<file path="src/rtl/slot_free_list_allocator_top_defines.svh">
// assertion macros used by the allocator top
`ifndef SLOT_FREE_LIST_ALLOCATOR_TOP_DEFINES_SVH
`define SLOT_FREE_LIST_ALLOCATOR_TOP_DEFINES_SVH

`ifndef SYNTHESIS
`define SFLA_ASSERT(lbl, prop, msg) \
  lbl: assert property (@(posedge clk_i) disable iff (!rst_ni) (prop)) else $error(msg);
`define SFLA_ASSERT_NEVER(lbl, cond, msg) \
  lbl: assert property (@(posedge clk_i) disable iff (!rst_ni) !(cond)) else $error(msg);
`else
`define SFLA_ASSERT(lbl, prop, msg)
`define SFLA_ASSERT_NEVER(lbl, cond, msg)
`endif

`endif

</file>
<file path="src/rtl/sfla_pkg.sv">
`timescale 1ns / 1ps

package sfla_pkg;

  // store geometry
  localparam int unsigned SLOTS  = 64;
  localparam int unsigned DATA_W = 32;
  localparam int unsigned IDX_W  = $clog2(SLOTS);
  localparam int unsigned LINK_W = IDX_W + 1;
  localparam int unsigned CNT_W  = $clog2(SLOTS + 1);

  // item field widths
  localparam int unsigned ACTION_W     = 3;
  localparam int unsigned SLOT_FIELD_W = 6;
  localparam int unsigned STATUS_W     = 2;

  // end-of-list mark in a link or in the head
  localparam logic [LINK_W-1:0] LIST_END = LINK_W'(SLOTS);

  typedef enum logic [ACTION_W-1:0] {
    ACT_ALLOC   = 3'd0,
    ACT_RESERVE = 3'd1,
    ACT_PUT     = 3'd2,
    ACT_MARK    = 3'd3,
    ACT_RELEASE = 3'd4
  } sfla_action_e;

  typedef enum logic [STATUS_W-1:0] {
    STS_OK          = 2'd0,
    STS_FULL        = 2'd1,
    STS_WRONG_STATE = 2'd2
  } sfla_status_e;

  typedef enum logic [2:0] {
    ST_IDLE   = 3'b001,
    ST_EXEC   = 3'b010,
    ST_RELINK = 3'b100
  } sfla_state_e;

  // controller to datapath
  typedef struct packed {
    logic capture;
    logic execute;
    logic relink;
  } sfla_cmd_t;

  // datapath to controller
  typedef struct packed {
    logic out_free;
    logic relink_req;
    logic relink_last;
  } sfla_sts_t;

endpackage

</file>
<file path="src/rtl/sfla_ctrl.sv">
`timescale 1ns / 1ps

module sfla_ctrl import sfla_pkg::*; (
  input  logic      clk_i,
  input  logic      rst_ni,
  input  logic      in_valid_i,
  output logic      in_ready_o,
  input  sfla_sts_t sts_i,
  output sfla_cmd_t cmd_o
);

  sfla_state_e state_q, state_d;

  // next state and commands
  always_comb begin
    state_d    = state_q;
    cmd_o      = '0;
    in_ready_o = 1'b0;
    case (state_q)
      ST_IDLE: begin
        in_ready_o = 1'b1;
        if (in_valid_i) begin
          cmd_o.capture = 1'b1;
          state_d       = ST_EXEC;
        end
      end
      ST_EXEC: begin
        if (sts_i.out_free) begin
          cmd_o.execute = 1'b1;
          state_d       = sts_i.relink_req ? ST_RELINK : ST_IDLE;
        end
      end
      ST_RELINK: begin
        cmd_o.relink = 1'b1;
        if (sts_i.relink_last) begin
          state_d = ST_IDLE;
        end
      end
      default: begin
        state_d = ST_IDLE;
      end
    endcase
  end

  always_ff @(posedge clk_i or negedge rst_ni) begin
    if (!rst_ni) begin
      state_q <= ST_IDLE;
    end else begin
      state_q <= state_d;
    end
  end

endmodule

</file>
<file path="config.mk">
export PLATFORM = sky130hd
export DESIGN_NAME = sfla_ctrl
export DESIGN_NICKNAME = d
export VERILOG_FILES = /design/src/rtl/slot_free_list_allocator_top_defines.svh /design/src/rtl/sfla_pkg.sv /design/src/rtl/sfla_ctrl.sv
export SDC_FILE = /design/constraint.sdc
export NUM_CORES = 1
export LEC_CHECK = 0
export BUFFER_PORTS_ARGS = -buffer_cell sky130_fd_sc_hd__buf_2
export CAP_MARGIN = 15
export CELL_PAD_IN_SITES_DETAIL_PLACEMENT = 2
export CELL_PAD_IN_SITES_GLOBAL_PLACEMENT = 2
export CORE_AREA = 4 4 41 43
export CTS_CLUSTER_DIAMETER = 30
export DETAILED_ROUTE_END_ITERATION = 7
export DIE_AREA = 0 0 45 47
export HOLD_SLACK_MARGIN = 0.12
export PLACE_DENSITY = 0.58
export SLEW_MARGIN = 10
export SYNTH_ARGS = -nofsm -noshare
export SYNTH_HDL_FRONTEND = slang
export SYNTH_SLANG_ARGS = --single-unit
</file>
<file path="constraint.sdc">
create_clock -name clk_i -period 2.06 [get_ports clk_i]
set_input_delay 0.206 -clock clk_i [delete_from_list [all_inputs] [get_ports clk_i]]
set_output_delay 0.206 -clock clk_i [all_outputs]
set_load 0.01 [all_outputs]
</file>
# After elaboration in Yosys (flattened, before gate mapping)
# Index checks and enable logic that the tools add are counted.
# op_classes
eq_ne	6
muxes	11
n_reduce_logical	1
# op_table
operator	n
$mux 3	4
$pmux 3 s3	1
$mux 1	6
$ne 2x2->1 const B	3
$eq 3x1->1 const B	1
$eq 3x2->1 const B	1
$eq 3x3->1 const B	1
$reduce_and 3->1	1
# totals
reg_bits	3
output_inout_bits	4
elab_cells	19

# Longest topological paths before layout
# Gate-level depths: netlist of run 1.
# depth
word_depth	3
depth_mapped	3
mapped_depth_nobuf	3

# Worst setup path before layout of run 1
# OpenSTA, ideal clock, no wires.
# synth_path
path_kind	register -> output
startpoint	register state_q[0]
endpoint	output cmd_o[2] (netlist name)
arrival_ns	1.168
required_ns	1.854
setup_slack_ns	0.686
path_stages_with_launch	4
n_path_buf	0
cell_sequence	dfstp_2 inv_1 nor3_1 and2_1
# synth_lines
item	line_no	text
from (decl)	sfla_ctrl.sv:12	sfla_state_e state_q, state_d;
from (signal assigned)	sfla_ctrl.sv:49	state_q <= state_d;
to (decl)	sfla_ctrl.sv:9	output sfla_cmd_t cmd_o

==> results.toml, run 1 <==
[status]
outcome = "finished clean"

[die]
dieHeight_um = 47
die_area_um2 = 2120
coreArea_um2 = 1300
ios = 10
fp.dieW_um = 45
start_util_pct = 13.7
rows = 13

[global_route]
grt_pass1_vias = 202
grt_antenna_before_repair = 0
grt_max_degree = 8
overflow = 0
grt_use_total_pct = 5.62
grt_pass1_wl_um = 807

[drt]
vias = 181
drt_wl_total_um = 489
drt-initial-drc-count = 0
drc = 0
drtPass1Iterations = 1
routed_via_density = 3.85
wire_per_inst_um = 10.4
detail-route-antenna-nets = 0

[power]
combinationalPowerShare_pct = 34.3
cellInternalPower_w = 0.000214
seqPwrFrac_pct = 34.6
vdd_drop_max_uv = 494
power_leakage_nw = 0.127
power_density_nw_per_um2 = 1180
p_clk_share_pct = 31.1
switching_share_pct = 34.7
power.switching_w = 0.000114

[timing]
slew_headroom_pct = 87.9
skew_ns = 0.00125
finalWorstSetupSlack_ns = 0.525
slew_viol_final = 0
finalSetupViolCount = 0
max_freq_ghz = 0.652
post-route-period-util_pct = 74.5
hold-worst-slack_ns = 0.267
rsz0062_at_grt = "no"
final.setup.tns_ns = 0
hold_violations = 0
final.min_clock_period_ns = 1.53
worst_pin_slew_ns = 0.180

[run]
cap_violations = 0

[worst_setup_path]
crit_path_cell_trace = "inv_1 -> nor3_1 -> and2_1 -> buf_2"
worstSetupEndpointType = "output pin"
slowest_delay_ns = 0.56
worstSetupStartpointType = "flip-flop"
critPathRequiredTime_ns = 1.85
worstPathMaxFanout = 6
critPathKind = "reg2out"
crit_arrival_ns = 1.33
cpMaxStageDelayCell = "dfstp_2"

[finish]
multi_input_area_um2 = 97.6
regArea_um2 = 76.3
nets = 39
reg_top3 = "state_q (3)"
drive_above_1_share_pct = 43.8
top_register = "state_q"
n_antenna_cell = 0
largest_reg_flops = 3
syn_to_final_growth_pct = 56.3
fillers = 164

[yosys]
synth_top_area_share_pct = 28.2
syn_nets = 24
synth_seq_cells = 3
avgSynthCellArea_um2 = 9.87
syn-instance-count = 18
seq_area_frac_synth_pct = 43.0
yosysTopAreaCell = "dfrtp_1"
netlist_area_um2 = 178
ys_top_cells_by_area = "dfrtp_1 28%, dfstp_2 15%, or3b_1 9.9%"
ys_types = 14
synth_warnings = 0

[clocking]
cts_buffers = 3
cts_tree = "done"
ctsLongestPathBuffers = 2
insertion_delay_ns = 0.23
htreeDepth = 1
cts.clk_slew.worst_paths_ns = 0.04
clock-root-buffer = "clkbuf_4"
postCtsSetupBuffers = 0
cts.sinks = 3

[placed_design]
place_ws_ns = 0.748
portBuffers = 9
gp_congestion = 0.733
hpwl_um = 397

[hold_path]
hold_class = "in2reg"
## path summary, 6_finish.rpt
| check | endpoint | slack (ns) | start | cells after the start |
|---|---|---|---|---|
| setup / recovery | cmd_o[2] | 0.53 | state_q[0] | 4 |
| hold / removal | state_q[2] | 0.27 | sts_i[0] | 3 |
| setup reg to reg | state_q[0] | 0.97 | state_q[1] | 3 |
| hold reg to reg | state_q[1] | 0.52 | state_q[2] | 1 |
| max in group asynchronous | state_q[0] | 1.57 | rst_ni | 2 |
| min in group asynchronous | state_q[2] | 0.30 | rst_ni | 2 |
## through the flow
stage	std cells	util, %	cell area (µm²)	power, W
2_1_floorplan	18	-	178	0.000180
3_3_place_gp	42	18.6	241	0.000223
3_5_place_dp	42	18.6	241	0.000230
4_1_cts	47	21.3	278	0.000341
5_1_grt	47	21.3	278	0.000365
6_report	47	21.3	278	0.000328
## final cells by class
| class | count | share of cell area, % |
|---|---|---|
| Multi-Input combinational cell | 14 | 35.1 |
| Tap cell | 15 | 6.76 |
| Timing Repair Buffer | 10 | 19.8 |
| Sequential cell | 3 | 27.5 |
| Inverter | 1 | 1.35 |
| Clock buffer | 4 | 9.46 |
## metal layers
metal / GRT usage, % / routed length, µm / vias to the layer above
met5: 0 / 0 / -
met4: 7.02 / 0 / 0
met3: 1.15 / 11 / 0
met2: 10.2 / 310 / 2
met1: 4.58 / 167 / 86
li1: - / - / 93
## cell usage in the layout (no fill, tap or decap), drive strengths merged
cell / n
nor3: 1
o21ai: 1
or3b: 2
nor3b: 2
nor2b: 1
inv: 1
or2b: 1
dfrtp: 2
clkbuf: 4
nand4b: 1
a21oi: 3
dlygate4sd3: 1
and2: 1
buf: 9
nand3b: 1
dfstp: 1
## cell families (layout without fill, tap and decap cells)
group | Yosys count | count (layout) | share of synthesized area [%]
buffers and inverters | 1 | 15 | 2.11
DFF | 3 | 3 | 43.0
and+or+nand+nor | 10 | 10 | 41.6
AOI/OAI and AO/OA | 4 | 4 | 13.4
## power by group through the flow
stage	Combinational, W	Clock [W]	Sequential (W)
6_report	0.000113	0.000102	0.000113
5_1_grt	0.000127	0.000119	0.000119
4_1_cts	0.000116	0.000110	0.000115
3_5_place_dp	0.000114	0	0.000116
3_3_place_gp	0.000110	0	0.000113
2_1_floorplan	0.0000743	0	0.000106
## cells in the mapped netlist
library cell	n
and2_1	1
nor3b_1	2
nand4b_1	1
a21oi_1	2
nor2b_1	1
o21ai_1	1
dfrtp_1	2
or2b_1	1
inv_1	1
a21oi_2	1
nand3b_1	1
dfstp_2	1
or3b_1	2
nor3_1	1
## worst max-delay path: cells and delay by family, from the launching register on
| kind | cells | cell delay (ns) |
|---|---|---|
| simple gates | 2 | 0.34 |
| flops | 1 | 0.56 |
| buf+inv | 2 | 0.19 |
## repair_timing
action                    CTS  global route
gates resized for setup     0             0
hold buffers                1             0
hold endpoints to repair    3             0
No activity file was read; power rests on OpenSTA's default activity.
==> run 2: changes to the inputs <==
--- a/config.mk
+++ b/config.mk
@@ -14,7 +14,7 @@
 export DETAILED_ROUTE_END_ITERATION = 7
 export DIE_AREA = 0 0 45 47
 export HOLD_SLACK_MARGIN = 0.12
-export PLACE_DENSITY = 0.58
+export PLACE_DENSITY = 0.59
 export SLEW_MARGIN = 10
 export SYNTH_ARGS = -nofsm -noshare
 export SYNTH_HDL_FRONTEND = slang
==> constraint.sdc (replaced) <==
create_clock -name clk_i -period 1.35 [get_ports clk_i]
set_input_delay 0.135 -clock clk_i [delete_from_list [all_inputs] [get_ports clk_i]]
set_output_delay 0.135 -clock clk_i [all_outputs]
set_load 0.01 [all_outputs]
==> run 2 against run 1 <==
- the flow now finishes with violations (negative setup slack)
- power is 85% higher
- critical path type unchanged
- sequential power is 37% higher
- count of clock-buffer cells in the layout stayed put
- clock skew hardly changed
- largest power group is now combinational logic
- register-to-register slack worse by 0.83 ns
- final cell count is 8.5% higher
- critical path depth stayed put
- global-route usage is 0.55 points higher
==> results.toml, run 2 (same netlist as run 1, synthesis figures left out) <==
[worst_setup_path]
worstSetupStartpointType = "flip-flop"
cpMaxStageDelayCell = "dfstp_2"
worstSetupEndpointType = "output pin"
crit_arrival_ns = 1.22
rr_worst_depth = 4
crit_path_cell_trace = "inv_2 -> nor3_4 -> and2_1 -> buf_2"
reg2reg_from = "state_q[1]"
critPathRequiredTime_ns = 1.22
critPathKind = "reg2out"
slowest_delay_ns = 0.53
worstPathMaxFanout = 2
startpoint = "state_q[0]"

[drt]
routed_via_density = 3.94
vias = 201
drc = 0
drtPass1Iterations = 1
wire_per_inst_um = 11.4
detail-route-antenna-nets = 0
drt_wl_total_um = 580
drt-initial-drc-count = 0

[global_route]
overflow = 0
grt_use_total_pct = 6.18
grt_antenna_before_repair = 0
grt_pass1_vias = 214
grt_max_degree = 6
grt_pass1_wl_um = 876

[timing]
hold_violations = 0
final.min_clock_period_ns = 1.35
worst_pin_slew_ns = 0.172
final.setup.tns_ns = -0.00266
finalWorstSetupSlack_ns = -0.00266
rsz0062_at_grt = "yes"
slew_headroom_pct = 88.5
slew_viol_final = 0
finalSetupViolCount = 1
post-route-period-util_pct = 100
max_freq_ghz = 0.739
skew_ns = 0.00151

[placed_design]
portBuffers = 9
place_ws_ns = 0.105
gp_congestion = 0.729
place_inst = 42

[finish]
nets = 43
fin_cells = 51
fillers = 155
final_util_pct = 25.1
top_register = "state_q"
syn_to_final_growth_pct = 83.8
n_antenna_cell = 0
layout_common_cells = "9 x buf_2, 4 x buf_4, 3 x clkbuf_4"
largest_reg_flops = 3
layout_commonest_cell = "buf_2"
drive_above_1_share_pct = 63.9
reg_top3 = "state_q (3)"

[clocking]
cts.clk_slew.worst_paths_ns = 0.04
insertion_delay_ns = 0.23
htreeDepth = 1
cts.sinks = 3
cts_tree = "done"
cts_buffers = 3
ctsLongestPathBuffers = 2
clock-root-buffer = "clkbuf_4"

[die]
coreArea_um2 = 1300
dieHeight_um = 47
start_util_pct = 13.7
rows = 13
fp.dieW_um = 45
die_area_um2 = 2120
ios = 10

[status]
outcome = "finished with violations"
failed_checks = "negative setup slack"

[hold_path]
min_from = "sts_i[0]"
hold_class = "in2reg"
whs_path_depth = 3

[power]
power_leakage_nw = 0.147
power_density_nw_per_um2 = 1860
finalPower_w = 0.000609
vdd_drop_max_uv = 681

[run]
cap_violations = 0
run 2: final timing paths:
path / endpoint / slack (ns)
setup reg to reg: state_q[0] / 0.14
hold reg to reg: state_q[0] / 0.51
min in group asynchronous: state_q[2] / 0.22
hold / removal: state_q[2] / 0.19
max in group asynchronous: state_q[0] / 0.94
setup / recovery: cmd_o[2] / -0.003
run 2: worst max-delay path, delay by kind of cell (launching register included):
| family | cells | cell delay (ns) |
|---|---|---|
| flops | 1 | 0.53 |
| simple gates | 2 | 0.28 |
| buf+inv | 2 | 0.17 |
run 2: layout make-up:
type / count / area, µm² / area share [%]
clock buffer: 4 / 26.3 / 8.05
inverter: 1 / 3.75 / 1.15
multi-input combinational: 14 / 114 / 34.9
sequential: 3 / 78.8 / 24.1
tap: 15 / 18.8 / 5.75
timing repair buffer: 14 / 85.1 / 26.1
run 2: where the power goes:
part	internal [W]	total (W)	switching, W
logic	0.000152	0.000297	0.000145
registers	0.000132	0.000155	0.0000229
clock network	0.000111	0.000156	0.0000454
total	0.000395	0.000609	0.000214
run 2: repair_timing:
item | CTS | global route
setup endpoints to repair | 3 | 3
pin swaps | 2 | 3
setup buffers | 4 | 0
hold buffers | 1 | 0
endpoints found under the hold margin | 3 | 0
gates cloned | 0 | 0
gates resized for setup | 5 | 1
run 2: per-layer routing:
layer  vias to the layer above  GRT usage [%]  part of all wire [%]
met2                         2           10.5                    66
li1                        100              -                     -
met1                        99           5.95                    33
met5                         -              0                     0
met4                         0           7.02                     0
met3                         0           1.15                  0.69
run 2: metrics by stage:
step | hold WS, ns | instance area, µm²
2_1_floorplan | -0.161 | 178
3_3_place_gp | -0.0697 | 241
3_5_place_dp | -0.0691 | 241
4_1_cts | 0.181 | 320
5_1_grt | 0.190 | 327
6_report | 0.190 | 327
==> run 3: changes to the inputs <==
==> constraint.sdc (replaced) <==
create_clock -name clk_i -period 1.2 [get_ports clk_i]
set_input_delay 0.12 -clock clk_i [delete_from_list [all_inputs] [get_ports clk_i]]
set_output_delay 0.12 -clock clk_i [all_outputs]
set_load 0.01 [all_outputs]
==> run 3 against run 2 <==
- the run still ends with negative setup slack left
- global-route usage grew 1.9 points
- register-to-register slack got worse by 0.22 ns
- largest power group unchanged
- worst hold slack improved by 0.011 ns
- clock power grew 12%
- sequential power up 14%
==> results.toml, run 3 (same netlist as run 1, synthesis figures left out) <==
[status]
outcome = "finished with violations"
failed_checks = "negative setup slack"

[timing]
slew_viol_final = 0
finalWorstSetupSlack_ns = -0.153
hold_violations = 0
final.min_clock_period_ns = 1.35
post-route-period-util_pct = 113
slew_headroom_pct = 90.0
hold-worst-slack_ns = 0.202
skew_ns = 0.00167
finalSetupViolCount = 6
max_freq_ghz = 0.739
rsz0062_at_grt = "yes"
worst_pin_slew_ns = 0.149

[power]
vdd_drop_max_uv = 634
finalPower_w = 0.000781
seqPwrFrac_pct = 22.7
power_leakage_nw = 0.171
power_density_nw_per_um2 = 2090
switching_share_pct = 34.9
combinationalPowerShare_pct = 55.0
cellInternalPower_w = 0.000509
power.switching_w = 0.000272
p_clk_share_pct = 22.3

[finish]
syn_to_final_growth_pct = 110
drive_above_1_share_pct = 66.7
largest_reg_flops = 3
reg_top3 = "state_q (3)"
nets = 46
layout_commonest_cell = "buf_2"
top_register = "state_q"
layout_common_cells = "9 x buf_2, 4 x buf_4, 3 x clkbuf_4, 3 x buf_6"
n_antenna_cell = 0

[global_route]
grt_use_total_pct = 8.06
grt_pass1_wl_um = 1180
busiest_layer = "met2"
grt_max_degree = 6
grtUsageMet1_pct = 7.74
grt_util_met2_pct = 15.0
grt_pass1_vias = 265
grt_antenna_before_repair = 0
use_met3_pct = 1.15
overflow = 0

[die]
rows = 13
die_area_um2 = 2120
fp.dieW_um = 45
ios = 10
start_util_pct = 13.7
coreArea_um2 = 1300
dieHeight_um = 47

[worst_setup_path]
r2r_slack_ns = -0.08
crit_arrival_ns = 1.23
critPathRequiredTime_ns = 1.08
critPathKind = "reg2out"
rr_endpoint = "state_q[0]"
worstSetupStartpointType = "flip-flop"
rr_worst_depth = 5
reg2reg_from = "state_q[1]"
startpoint = "state_q[1]"
worstPathMaxFanout = 4
worstSetupEndpointType = "output pin"

[clocking]
cts_buffers = 3
htreeDepth = 1
cts.sinks = 3
cts_tree = "done"
insertion_delay_ns = 0.23
clock-root-buffer = "clkbuf_4"
cts.clk_slew.worst_paths_ns = 0.04
ctsLongestPathBuffers = 2

[drt]
wire_per_inst_um = 12.2
drt_wl_total_um = 658
drtPass1Iterations = 2
drc = 0
detail-route-antenna-nets = 0
routed_via_density = 4.17
vias = 225
drt-initial-drc-count = 1

[hold_path]
holdPathEnd = "state_q[2]"
min_from = "sts_i[1]"
hold_class = "in2reg"
whs_path_depth = 3

[run]
cap_violations = 0

[placed_design]
gp_congestion = 0.747
portBuffers = 9
==> run 3: area by class of cell <==
class	instances	area, µm²
fill	154	928
multi-input combinational	14	129
timing repair buffer	17	119
sequential	3	76.3
clock buffer	4	26.3
tap	15	18.8
inverter	1	3.75
==> run 3: worst max path at each step <==
stage                    end  slack (ns)  cells past startpoint
floorplan           cmd_o[2]        0.02                      3
global placement    cmd_o[2]        0.02                      4
detailed placement  cmd_o[2]       -0.02                      4
CTS                 cmd_o[2]       -0.13                      4
global route        cmd_o[1]       -0.23                      3
finish              cmd_o[1]       -0.15                      3
==> run 3: metrics by stage <==
stage | instance area (µm²) | TNS (ns) | util, % | instances | setup WS [ns]
floorplan | 183 | 0 | - | 18 | 0.0163
global placement | 262 | 0 | 20.1 | 44 | 0.0216
detailed placement | 262 | -0.0191 | 20.1 | 44 | -0.0191
CTS | 337 | -0.301 | 25.9 | 51 | -0.128
global route | 373 | -0.794 | 28.7 | 54 | -0.228
finish | 373 | -0.376 | 28.7 | 54 | -0.153
==> run 3: critical path, cell delays in order, from the launching register on <==
cell and delay, ns:
dfrtp_1 0.40, or2b_1 0.29, nor3b_2 0.16, buf_2 0.15
==> run 3: timing repair <==
action | in CTS | in global routing
endpoints found under the setup margin | 4 | 5
hold endpoints to repair | 3 | 0
hold buffers | 1 | 0
resized for setup | 6 | 3
buffers inserted | 2 | 3
pin swaps | 3 | 2
==> run 3: metal layers <==
metal	wire length [µm]	share of wire [%]
met4	0	0
met1	239	36
met2	414	63
met3	4	0.61
met5	0	0
==> run 3: power groups by stage <==
stage               Clock, W  Combinational [W]  Sequential (W)
finish              0.000174           0.000429        0.000177
global placement           0           0.000232        0.000188
global route        0.000198           0.000467        0.000183
CTS                 0.000181           0.000352        0.000178
floorplan                  0           0.000137        0.000185
detailed placement         0           0.000244        0.000193
