[src/rtl/slot_free_list_allocator_top_defines.svh]
// assertion macros used by the allocator top
`ifndef SLOT_FREE_LIST_ALLOCATOR_TOP_DEFINES_SVH
`define SLOT_FREE_LIST_ALLOCATOR_TOP_DEFINES_SVH

`ifndef SYNTHESIS
`define SFLA_ASSERT(lbl, prop, msg) \
  lbl: assert property (@(posedge clk_i) disable iff (!rst_ni) (prop)) else $error(msg);
`define SFLA_ASSERT_NEVER(lbl, cond, msg) \
  lbl: assert property (@(posedge clk_i) disable iff (!rst_ni) !(cond)) else $error(msg);
`else
`define SFLA_ASSERT(lbl, prop, msg)
`define SFLA_ASSERT_NEVER(lbl, cond, msg)
`endif

`endif

[src/rtl/sfla_pkg.sv]
`timescale 1ns / 1ps

package sfla_pkg;

  // store geometry
  localparam int unsigned SLOTS  = 64;
  localparam int unsigned DATA_W = 32;
  localparam int unsigned IDX_W  = $clog2(SLOTS);
  localparam int unsigned LINK_W = IDX_W + 1;
  localparam int unsigned CNT_W  = $clog2(SLOTS + 1);

  // item field widths
  localparam int unsigned ACTION_W     = 3;
  localparam int unsigned SLOT_FIELD_W = 6;
  localparam int unsigned STATUS_W     = 2;

  // end-of-list mark in a link or in the head
  localparam logic [LINK_W-1:0] LIST_END = LINK_W'(SLOTS);

  typedef enum logic [ACTION_W-1:0] {
    ACT_ALLOC   = 3'd0,
    ACT_RESERVE = 3'd1,
    ACT_PUT     = 3'd2,
    ACT_MARK    = 3'd3,
    ACT_RELEASE = 3'd4
  } sfla_action_e;

  typedef enum logic [STATUS_W-1:0] {
    STS_OK          = 2'd0,
    STS_FULL        = 2'd1,
    STS_WRONG_STATE = 2'd2
  } sfla_status_e;

  typedef enum logic [2:0] {
    ST_IDLE   = 3'b001,
    ST_EXEC   = 3'b010,
    ST_RELINK = 3'b100
  } sfla_state_e;

  // controller to datapath
  typedef struct packed {
    logic capture;
    logic execute;
    logic relink;
  } sfla_cmd_t;

  // datapath to controller
  typedef struct packed {
    logic out_free;
    logic relink_req;
    logic relink_last;
  } sfla_sts_t;

endpackage

[src/rtl/sfla_ram.sv]
`timescale 1ns / 1ps

module sfla_ram #(
  parameter int unsigned WIDTH = 8,
  parameter int unsigned DEPTH = 16
) (
  input  logic                     clk_i,
  input  logic                     we_i,
  input  logic [$clog2(DEPTH)-1:0] waddr_i,
  input  logic [WIDTH-1:0]         wdata_i,
  input  logic [$clog2(DEPTH)-1:0] raddr_i,
  output logic [WIDTH-1:0]         rdata_o
);

  logic [WIDTH-1:0] mem_q [DEPTH];
  logic [WIDTH-1:0] rdata_q;

  // one write port, one registered read port
  always_ff @(posedge clk_i) begin
    if (we_i) begin
      mem_q[waddr_i] <= wdata_i;
    end
    rdata_q <= mem_q[raddr_i];
  end

  assign rdata_o = rdata_q;

endmodule

[src/rtl/sfla_dp.sv]
`timescale 1ns / 1ps

module sfla_dp import sfla_pkg::*; (
  input  logic                    clk_i,
  input  logic                    rst_ni,
  input  sfla_cmd_t               cmd_i,
  output sfla_sts_t               sts_o,
  input  logic [ACTION_W-1:0]     action_i,
  input  logic [SLOT_FIELD_W-1:0] slot_index_i,
  input  logic [DATA_W-1:0]       write_data_i,
  input  logic                    out_ready_i,
  output logic                    out_valid_o,
  output logic [SLOT_FIELD_W-1:0] granted_slot_o,
  output logic [STATUS_W-1:0]     status_o,
  output logic [CNT_W-1:0]        used_count_o
);

  // captured item
  logic [ACTION_W-1:0]     action_q;
  logic [SLOT_FIELD_W-1:0] index_q;
  logic [DATA_W-1:0]       data_q;

  // slot state
  logic [SLOTS-1:0]  used_q;
  logic [SLOTS-1:0]  link_vld_q;
  logic [LINK_W-1:0] head_q;
  logic [CNT_W-1:0]  count_q;

  // relink walk
  logic [IDX_W-1:0]  rl_cnt_q;
  logic [LINK_W-1:0] rl_next_q;
  logic              rl_free;

  // link read tracking
  logic [IDX_W-1:0]  rd_addr_q;
  logic              rd_vld_q;
  logic [LINK_W-1:0] link_rdata;
  logic [LINK_W-1:0] link_rd;

  // result register
  logic                    out_valid_q;
  logic [SLOT_FIELD_W-1:0] out_slot_q;
  logic [STATUS_W-1:0]     out_status_q;
  logic [CNT_W-1:0]        out_count_q;

  // action decode
  logic [IDX_W-1:0]        slot_addr;
  logic [IDX_W-1:0]        head_addr;
  logic                    in_range;
  logic                    used_at;
  logic                    full;
  logic [LINK_W-1:0]       nxt_head;
  logic [SLOT_FIELD_W-1:0] ex_slot;
  logic [STATUS_W-1:0]     ex_status;
  logic [CNT_W-1:0]        ex_count;
  logic [LINK_W-1:0]       ex_head;
  logic                    ex_used_we;
  logic [IDX_W-1:0]        ex_used_addr;
  logic                    ex_used_val;
  logic                    ex_link_we;
  logic [IDX_W-1:0]        ex_link_addr;
  logic [LINK_W-1:0]       ex_link_data;
  logic                    ex_data_we;
  logic [IDX_W-1:0]        ex_data_addr;
  logic                    ex_relink;

  // memory ports
  logic              link_we;
  logic [IDX_W-1:0]  link_waddr;
  logic [LINK_W-1:0] link_wdata;
  logic              data_we;

  assign slot_addr = index_q[IDX_W-1:0];
  assign head_addr = head_q[IDX_W-1:0];
  assign in_range  = ({1'b0, index_q} < (SLOT_FIELD_W + 1)'(SLOTS));
  assign used_at   = used_q[slot_addr];
  assign full      = (head_q >= LIST_END);
  assign rl_free   = !used_q[rl_cnt_q];

  // a link never written still holds its reset value i+1
  assign link_rd  = rd_vld_q ? link_rdata : (LINK_W'(rd_addr_q) + LINK_W'(1));
  assign nxt_head = (link_rd > LIST_END) ? LIST_END : link_rd;

  // effect of the captured item
  always_comb begin
    ex_slot      = index_q;
    ex_status    = STS_OK;
    ex_count     = count_q;
    ex_head      = head_q;
    ex_used_we   = 1'b0;
    ex_used_addr = slot_addr;
    ex_used_val  = 1'b1;
    ex_link_we   = 1'b0;
    ex_link_addr = slot_addr;
    ex_link_data = LIST_END;
    ex_data_we   = 1'b0;
    ex_data_addr = slot_addr;
    ex_relink    = 1'b0;
    case (action_q)
      ACT_ALLOC, ACT_RESERVE: begin
        if (full) begin
          ex_status = STS_FULL;
        end else begin
          ex_slot      = SLOT_FIELD_W'(head_addr);
          ex_used_we   = 1'b1;
          ex_used_addr = head_addr;
          ex_count     = count_q + CNT_W'(1);
          ex_link_we   = 1'b1;
          ex_link_addr = head_addr;
          ex_data_we   = (action_q == ACT_ALLOC);
          ex_data_addr = head_addr;
          ex_head      = nxt_head;
        end
      end
      ACT_PUT: begin
        if (!in_range) begin
          ex_status = STS_WRONG_STATE;
        end else begin
          ex_data_we = 1'b1;
          if (!used_at) begin
            ex_used_we = 1'b1;
            ex_count   = count_q + CNT_W'(1);
            ex_relink  = 1'b1;
          end
        end
      end
      ACT_MARK: begin
        if (!in_range || used_at) begin
          ex_status = STS_WRONG_STATE;
        end else begin
          ex_used_we = 1'b1;
          ex_count   = count_q + CNT_W'(1);
          ex_relink  = 1'b1;
        end
      end
      ACT_RELEASE: begin
        if (!in_range || !used_at) begin
          ex_status = STS_WRONG_STATE;
        end else begin
          ex_used_we   = 1'b1;
          ex_used_val  = 1'b0;
          ex_count     = count_q - CNT_W'(1);
          ex_link_we   = 1'b1;
          ex_link_data = head_q;
          ex_head      = LINK_W'(slot_addr);
        end
      end
      default: begin
        ex_status = STS_OK;
      end
    endcase
  end

  // link port: relink walk or item write
  always_comb begin
    if (cmd_i.relink) begin
      link_we    = 1'b1;
      link_waddr = rl_cnt_q;
      link_wdata = rl_free ? rl_next_q : LIST_END;
    end else begin
      link_we    = cmd_i.execute && ex_link_we;
      link_waddr = ex_link_addr;
      link_wdata = ex_link_data;
    end
  end

  assign data_we = cmd_i.execute && ex_data_we;

  sfla_ram #(
    .WIDTH (LINK_W),
    .DEPTH (SLOTS)
  ) u_link_ram (
    .clk_i   (clk_i),
    .we_i    (link_we),
    .waddr_i (link_waddr),
    .wdata_i (link_wdata),
    .raddr_i (head_addr),
    .rdata_o (link_rdata)
  );

  sfla_ram #(
    .WIDTH (DATA_W),
    .DEPTH (SLOTS)
  ) u_data_ram (
    .clk_i   (clk_i),
    .we_i    (data_we),
    .waddr_i (ex_data_addr),
    .wdata_i (data_q),
    .raddr_i ('0),
    .rdata_o ()
  );

  // item capture
  always_ff @(posedge clk_i) begin
    if (cmd_i.capture) begin
      action_q <= action_i;
      index_q  <= slot_index_i;
      data_q   <= write_data_i;
    end
    rd_addr_q <= head_addr;
  end

  // slot state, walk and link read valid
  always_ff @(posedge clk_i or negedge rst_ni) begin
    if (!rst_ni) begin
      used_q     <= '0;
      link_vld_q <= '0;
      head_q     <= '0;
      count_q    <= '0;
      rl_cnt_q   <= '0;
      rl_next_q  <= LIST_END;
      rd_vld_q   <= 1'b0;
    end else begin
      rd_vld_q <= link_vld_q[head_addr];
      if (link_we) begin
        link_vld_q[link_waddr] <= 1'b1;
      end
      if (cmd_i.execute) begin
        count_q   <= ex_count;
        head_q    <= ex_head;
        rl_cnt_q  <= IDX_W'(SLOTS - 1);
        rl_next_q <= LIST_END;
        if (ex_used_we) begin
          used_q[ex_used_addr] <= ex_used_val;
        end
      end
      if (cmd_i.relink) begin
        rl_cnt_q <= rl_cnt_q - IDX_W'(1);
        if (rl_free) begin
          rl_next_q <= LINK_W'(rl_cnt_q);
        end
        if (rl_cnt_q == '0) begin
          head_q <= rl_free ? LINK_W'(rl_cnt_q) : rl_next_q;
        end
      end
    end
  end

  // result register
  always_ff @(posedge clk_i or negedge rst_ni) begin
    if (!rst_ni) begin
      out_valid_q <= 1'b0;
    end else if (cmd_i.execute) begin
      out_valid_q <= 1'b1;
    end else if (out_ready_i) begin
      out_valid_q <= 1'b0;
    end
  end

  always_ff @(posedge clk_i) begin
    if (cmd_i.execute) begin
      out_slot_q   <= ex_slot;
      out_status_q <= ex_status;
      out_count_q  <= ex_count;
    end
  end

  assign sts_o.out_free    = !out_valid_q || out_ready_i;
  assign sts_o.relink_req  = ex_relink;
  assign sts_o.relink_last = (rl_cnt_q == '0);

  assign out_valid_o    = out_valid_q;
  assign granted_slot_o = out_slot_q;
  assign status_o       = out_status_q;
  assign used_count_o   = out_count_q;

endmodule

[config.mk]
export PLATFORM = sky130hd
export DESIGN_NAME = sfla_dp
export DESIGN_NICKNAME = d
export VERILOG_FILES = /design/src/rtl/slot_free_list_allocator_top_defines.svh /design/src/rtl/sfla_pkg.sv /design/src/rtl/sfla_ram.sv /design/src/rtl/sfla_dp.sv
export SDC_FILE = /design/constraint.sdc
export NUM_CORES = 1
export LEC_CHECK = 0
export BUFFER_PORTS_ARGS = -buffer_cell sky130_fd_sc_hd__buf_2
export CORE_MARGIN = 8
export CORE_UTILIZATION = 30
export DETAILED_ROUTE_END_ITERATION = 16
export PLACE_DENSITY = 0.56
export RECOVER_POWER = 50
export SLEW_MARGIN = 10
export SYNTH_ARGS = -nofsm -noshare
export SYNTH_HDL_FRONTEND = slang
export SYNTH_SLANG_ARGS = --single-unit
[constraint.sdc]
create_clock -name clk_i -period 6.1 [get_ports clk_i]
set_clock_uncertainty 0.2 [all_clocks]
set_input_delay 0.305 -clock clk_i [delete_from_list [all_inputs] [get_ports clk_i]]
set_output_delay 0.305 -clock clk_i [all_outputs]
set_load 0.05 [all_outputs]
# Yosys cells after proc, flatten, opt, wreduce, memory -nomap -nowiden
# Memory sizes are Yosys's and may differ from the RTL's. A register that Yosys moved wholly into a read port is not among the register bits.
# Cells that the tools add are included.
# word_totals
ff_bits	187
ram_bits	448
output_inout_bits	19
word_cells	97
n_memories	1
# classes
addsub	4
order_cmp	9
n_eq_ne	4
mux	52
bitwise	1
n_reduce_logical	12
# memory_table
memory	depth	word_bits	rd	rd_clocked_by_memory_dff	write_ports	line	source
u_link_ram.mem_q	64	7	1	1	1	sfla_ram.sv:15	logic [WIDTH-1:0] mem_q [DEPTH];
# ops
operator	n
$mux 7	18
$bwmux 64	1
$or 64x64->64	1
$lt 6x7->1 const B	5
$mux 6	5
$pmux 7 s3	1
$bmux 1 s6	3
$mux 1	16
$pmux 7 s2	1
$demux 1 s6	2
$ge 6x1->1 const B	2
$add 6x1->7 const B	1
$add 7x1->7 const B	1
$ge 7x7->1 const B	1
$gt 7x7->1 const B	1
$sub 7x1->7 const B	1
$eq 3x2->1 const B	2
$logic_not 6->1	1
$pmux 2 s3	1
$sub 6x1->6 const B	1
$mux 2	2
$reduce_bool 2->1	2
$reduce_or 2->1	2
$eq 3x1->1 const B	1
other kinds (8)	10

# Depth between registers and ports, before layout
# logic_depth
word_depth	9
ltp_mapped	11
ltp_nobuf	8

# Modules after synthesis
# From an unflattened synthesis, not the netlist that was laid out.
# unflattened
cells_unflattened	1668
area_unflattened_um2	27596.5
# by_module_without_submodules
mod	n_inst	cells_per_inst	area_each_um2	seq_area_each_um2
sfla_ram	1	827	17635.7	13593.0
sfla_dp	1	841	9960.8	4770.8

# Worst setup path after synthesis
# Ideal clock, no wire load.
# synth_path
kind	register to register
startpoint	register index_q[0]
endpoint	memory u_link_ram.mem_q[0][6] in the netlist's numbering, data pin
arrival_ns	4.068
setup_slack_ns	1.283
stages_incl_launch_ff	12
cell_sequence	edfxtp_1 -> buf_6 -> buf_6 -> mux4_2 -> mux2i_1 -> a22oi_1 -> a22oi_4 -> nand2b_1 -> clkbuf_1 -> clkbuf_1 -> nor3_1 -> a21oi_1
# synth_between
elab_chain_len	5
# synth_lines
item	line	source
from (decl)	sfla_dp.sv:20	logic [SLOT_FIELD_W-1:0] index_q;
from (signal assigned)	sfla_dp.sv:197	index_q <= slot_index_i;
$bmux 1 s6	sfla_dp.sv:76	assign used_at = used_q[slot_addr];
$mux 1 (not written as such)	sfla_dp.sv:76	
$mux 7	sfla_dp.sv:137	if (!in_range || !used_at) begin
$mux 7	sfla_dp.sv:99	case (action_q)
$mux 7	sfla_dp.sv:156	if (cmd_i.relink) begin
net link_wdata[6]	sfla_dp.sv:70	logic [LINK_W-1:0] link_wdata;
to (decl)	sfla_ram.sv:15	
# The timed path passes the listed nets, and every way through them passes these cells. The select of a mux whose other input is x is not followed.

# Final worst setup path
# layout_path
startpoint	register rl_cnt_q[0]
endpoint	memory u_link_ram.mem_q[47][1] in the netlist's numbering, data pin
# layout_between
elab_chain_len	4
# layout_lines
item	line	source
from (decl)	sfla_dp.sv:30	logic [IDX_W-1:0] rl_cnt_q;
from (signal assigned)	sfla_dp.sv:221	rl_cnt_q <= IDX_W'(SLOTS - 1);
from (signal assigned)	sfla_dp.sv:228	rl_cnt_q <= rl_cnt_q - IDX_W'(1);
$bmux 1 s6	sfla_dp.sv:78	assign rl_free = !used_q[rl_cnt_q];
$mux 1 (not written as such)	sfla_dp.sv:78	
$mux 7	sfla_dp.sv:159	link_wdata = rl_free ? rl_next_q : LIST_END;
$mux 7	sfla_dp.sv:156	
net link_wdata[1]	sfla_dp.sv:70	
# The timed path passes the listed nets, and every way through them passes these cells. The select of a mux whose other input is x is not followed.

==> results.json <==
{
  "outcome": "finished, violations left",
  "violations": "max-capacitance violations, max-slew violations",
  "die_area_um2": 100900,
  "hold_path_class": "in -> async",
  "finalSetupTns_ns": 0,
  "avgSynthCellArea_um2": 17.31,
  "fin_util": 0.3454,
  "fin_crit_sh": 0.8655,
  "dp_hpwl_mm": 40.19,
  "ys_warn_count": 0,
  "syn_inst": 1577,
  "die_h_um": 317.7,
  "setup_viol": 0,
  "rsz0062_at_grt": "false",
  "wl_mm": 66.66,
  "cts_tree": "built",
  "critical_path_required_ns": 6.21,
  "whs_ns": 0.1677,
  "cts_resized": 0,
  "slew_viol_final": 115,
  "yosys-top-cells-count": "edfxtp_1 (472), mux4_2 (203), dfrtp_1 (156), nor2_1 (114), a31oi_1 (77)",
  "wl_per_cell_um": 23.49,
  "nFillCells": 8463,
  "ys_seq_area_frac": 0.6726,
  "clockBufferDepth": 3,
  "port_buffers": 33,
  "gp_congestion": 0.7843,
  "cp.arrival_ns": 5.39,
  "p_leak_nw": 10.22,
  "netSwitchingPower_mw": 3.670,
  "h-tree-depth": 3,
  "cellPowerDensity_nw_per_um2": 405.0,
  "swShare": 0.2911,
  "power_mw": 12.61,
  "synth_cell_types": 65,
  "vias": 15030,
  "syn_to_final_growth_pct": 14.06,
  "drc_errors": 0,
  "grt_pass1_wl_mm": 101.1,
  "worst-path-max-fanout": 17,
  "clk_latency_ns": 0.61,
  "netlist.area_leader.share": 0.5192,
  "fmax_mhz": 189.4,
  "dr.pass1.iters": 6,
  "final_cell_area_um2": 31140,
  "final_cells": 2838,
  "path_class": "reg -> reg",
  "post-route-min-period_ns": 5.279,
  "pin_count": 66,
  "hold_violations": 0,
  "cts.clk_slew.worst_paths_ns": 0.06,
  "row_count": 110,
  "cts.sinks": 642,
  "fin_ws_ns": 0.8207,
  "cp-end-kind": "flop",
  "syn-num-nets": 1628,
  "cts_root_buf": "clkbuf_16",
  "fin_nets": 1662,
  "worstMarginPinSlew_ns": 3.491,
  "dp_cells": 2704,
  "core_region_area_um2": 90150,
  "ys_ff_latch": 642,
  "grt_usage": 0.1291,
  "grt_max_degree": 87,
  "place_ws_ns": 1.309,
  "drv_cap": 4,
  "vdd_ir_drop_max_mv": 0.2563,
  "synth.top_cells.by_area": "edfxtp_1 (52%), mux4_2 (17%), dfrtp_1 (14%)",
  "syn-cell-area_um2": 27300,
  "cts_buffers": 68,
  "grt_antenna_before_repair": 1,
  "initial_utilization": 0.3028,
  "ys.flop_type": "edfxtp_1",
  "n_antenna_cell": 0,
  "final_layout_size_suffix_gt1_frac": 0.2437,
  "synth.most_common_cell": "edfxtp_1",
  "yosys.area.top_type": "edfxtp_1",
  "p_seq_frac": 0.450,
  "internal-power_mw": 8.940,
  "p_clk_frac": 0.321,
  "grt_overflow": 0,
  "drt_iter0_drc": 1595,
  "start_kind": "flop",
  "pwr-share-comb": 0.229,
  "synth_edf_count": 472,
  "ant_nets": 0,
  "place_area_um2": 28920,
  "die_x_um": 317.7,
  "slew_headroom": -1.327,
  "synthArstFlopShare": 0.2445,
  "viasPerCell": 5.295,
  "grt_pass1_vias": 15460
}
[cells in the final DEF (no fill, tap or decap), types with 13 or more instances in the layout]
| master | instances |
|---|---|
| clkbuf_1 | 42 |
| nand3_1 | 26 |
| edfxtp_1 | 472 |
| o21bai_1 | 64 |
| a31oi_1 | 77 |
| nor3_1 | 20 |
| mux2i_1 | 22 |
| nor2b_1 | 16 |
| mux2_2 | 22 |
| a21oi_1 | 22 |
| nor2_1 | 113 |
| a41oi_1 | 24 |
| mux4_2 | 203 |
| nand2_1 | 50 |
| buf_4 | 36 |
| clkbuf_16 | 70 |
| dfxtp_1 | 13 |
| dfrtp_1 | 152 |
[flip-flops by register name (all words and copies together), names as in the netlist]
register	cells
action_q	3
rl_next_q	7
count_q	7
rd_addr_q	6
u_link_ram.mem_q	448
used_q	64
rl_cnt_q	6
rd_vld_q	1
index_q	6
link_vld_q	64
u_link_ram.rdata_o	7
out_valid_o	1
status_o	2
used_count_o	7
granted_slot_o	6
head_q	7
[layer usage]
| layer | vias to the layer above | wire length (µm) | GRT usage |
|---|---|---|---|
| met1 | 7933 | 29380 | 0.1789 |
| met5 | - | 0 | 0 |
| met2 | 522 | 32040 | 0.2093 |
| met4 | 0 | 1545 | 0.03499 |
| li1 | 6442 | - | - |
| met3 | 129 | 3700 | 0.02235 |
[final timing paths]
path | slack [ns] | cells after the start | to | start
setup / recovery | 0.82 | 7 | u_link_ram.mem_q[47][1] | rl_cnt_q[0]
hold / removal | 0.17 | 2 | used_q[41] | rst_ni
setup reg to reg | 0.82 | 7 | u_link_ram.mem_q[47][1] | rl_cnt_q[0]
hold reg to reg | 0.27 | 1 | link_vld_q[40] | link_vld_q[40]
max in group asynchronous | 4.06 | 3 | used_q[28] | rst_ni
min in group clk_i | 0.21 | 2 | index_q[0] | slot_index_i[0]
[kinds of logic after synthesis]
family,after synthesis,share of synthesized area
AOI/OAI and AO/OA,260,0.06856
xor gates and xnor gates,10,0.003208
adders and majority gates,4,0.001833
buffers and inverters,143,0.02223
DFF,642,0.6726
muxes,250,0.1859
and+or+nand+nor,268,0.04560
[what timing repair did]
item	in CTS	in global routing
hold buffers	12	0
hold endpoints to repair	103	0
buffers inserted	0	0
[critical path: stages (launching register included)]
cell and delay (ns):
dfrtp_1 1.11, mux4_2 0.65, mux4_2 0.48, nor2b_1 0.15, a211oi_1 0.29, a21oi_1 0.38
o22ai_2 1.09, clkbuf_1 0.61
[layout make-up]
cell class | instances | area [µm²] | share of cell area
multi-input combinational | 792 | 8436 | 0.2709
inverter | 14 | 52.55 | 0.001688
timing repair buffer | 93 | 638.1 | 0.02049
tap | 1176 | 1471 | 0.04725
sequential | 642 | 18370 | 0.5901
clock inverter | 34 | 311.5 | 0.01001
clock buffer | 87 | 1856 | 0.05959
[power groups by stage]
| stage | Sequential, mW | Combinational [mW] | Clock (mW) |
|---|---|---|---|
| after floorplan | 5.49 | 2.19 | 0 |
| after global placement | 5.74 | 2.89 | 0 |
| after detailed placement | 5.76 | 2.93 | 0 |
| after CTS | 5.68 | 2.94 | 4.15 |
| after global routing | 5.74 | 3.07 | 4.31 |
| final | 5.67 | 2.89 | 4.05 |
(Power assumes the default switching activity.)
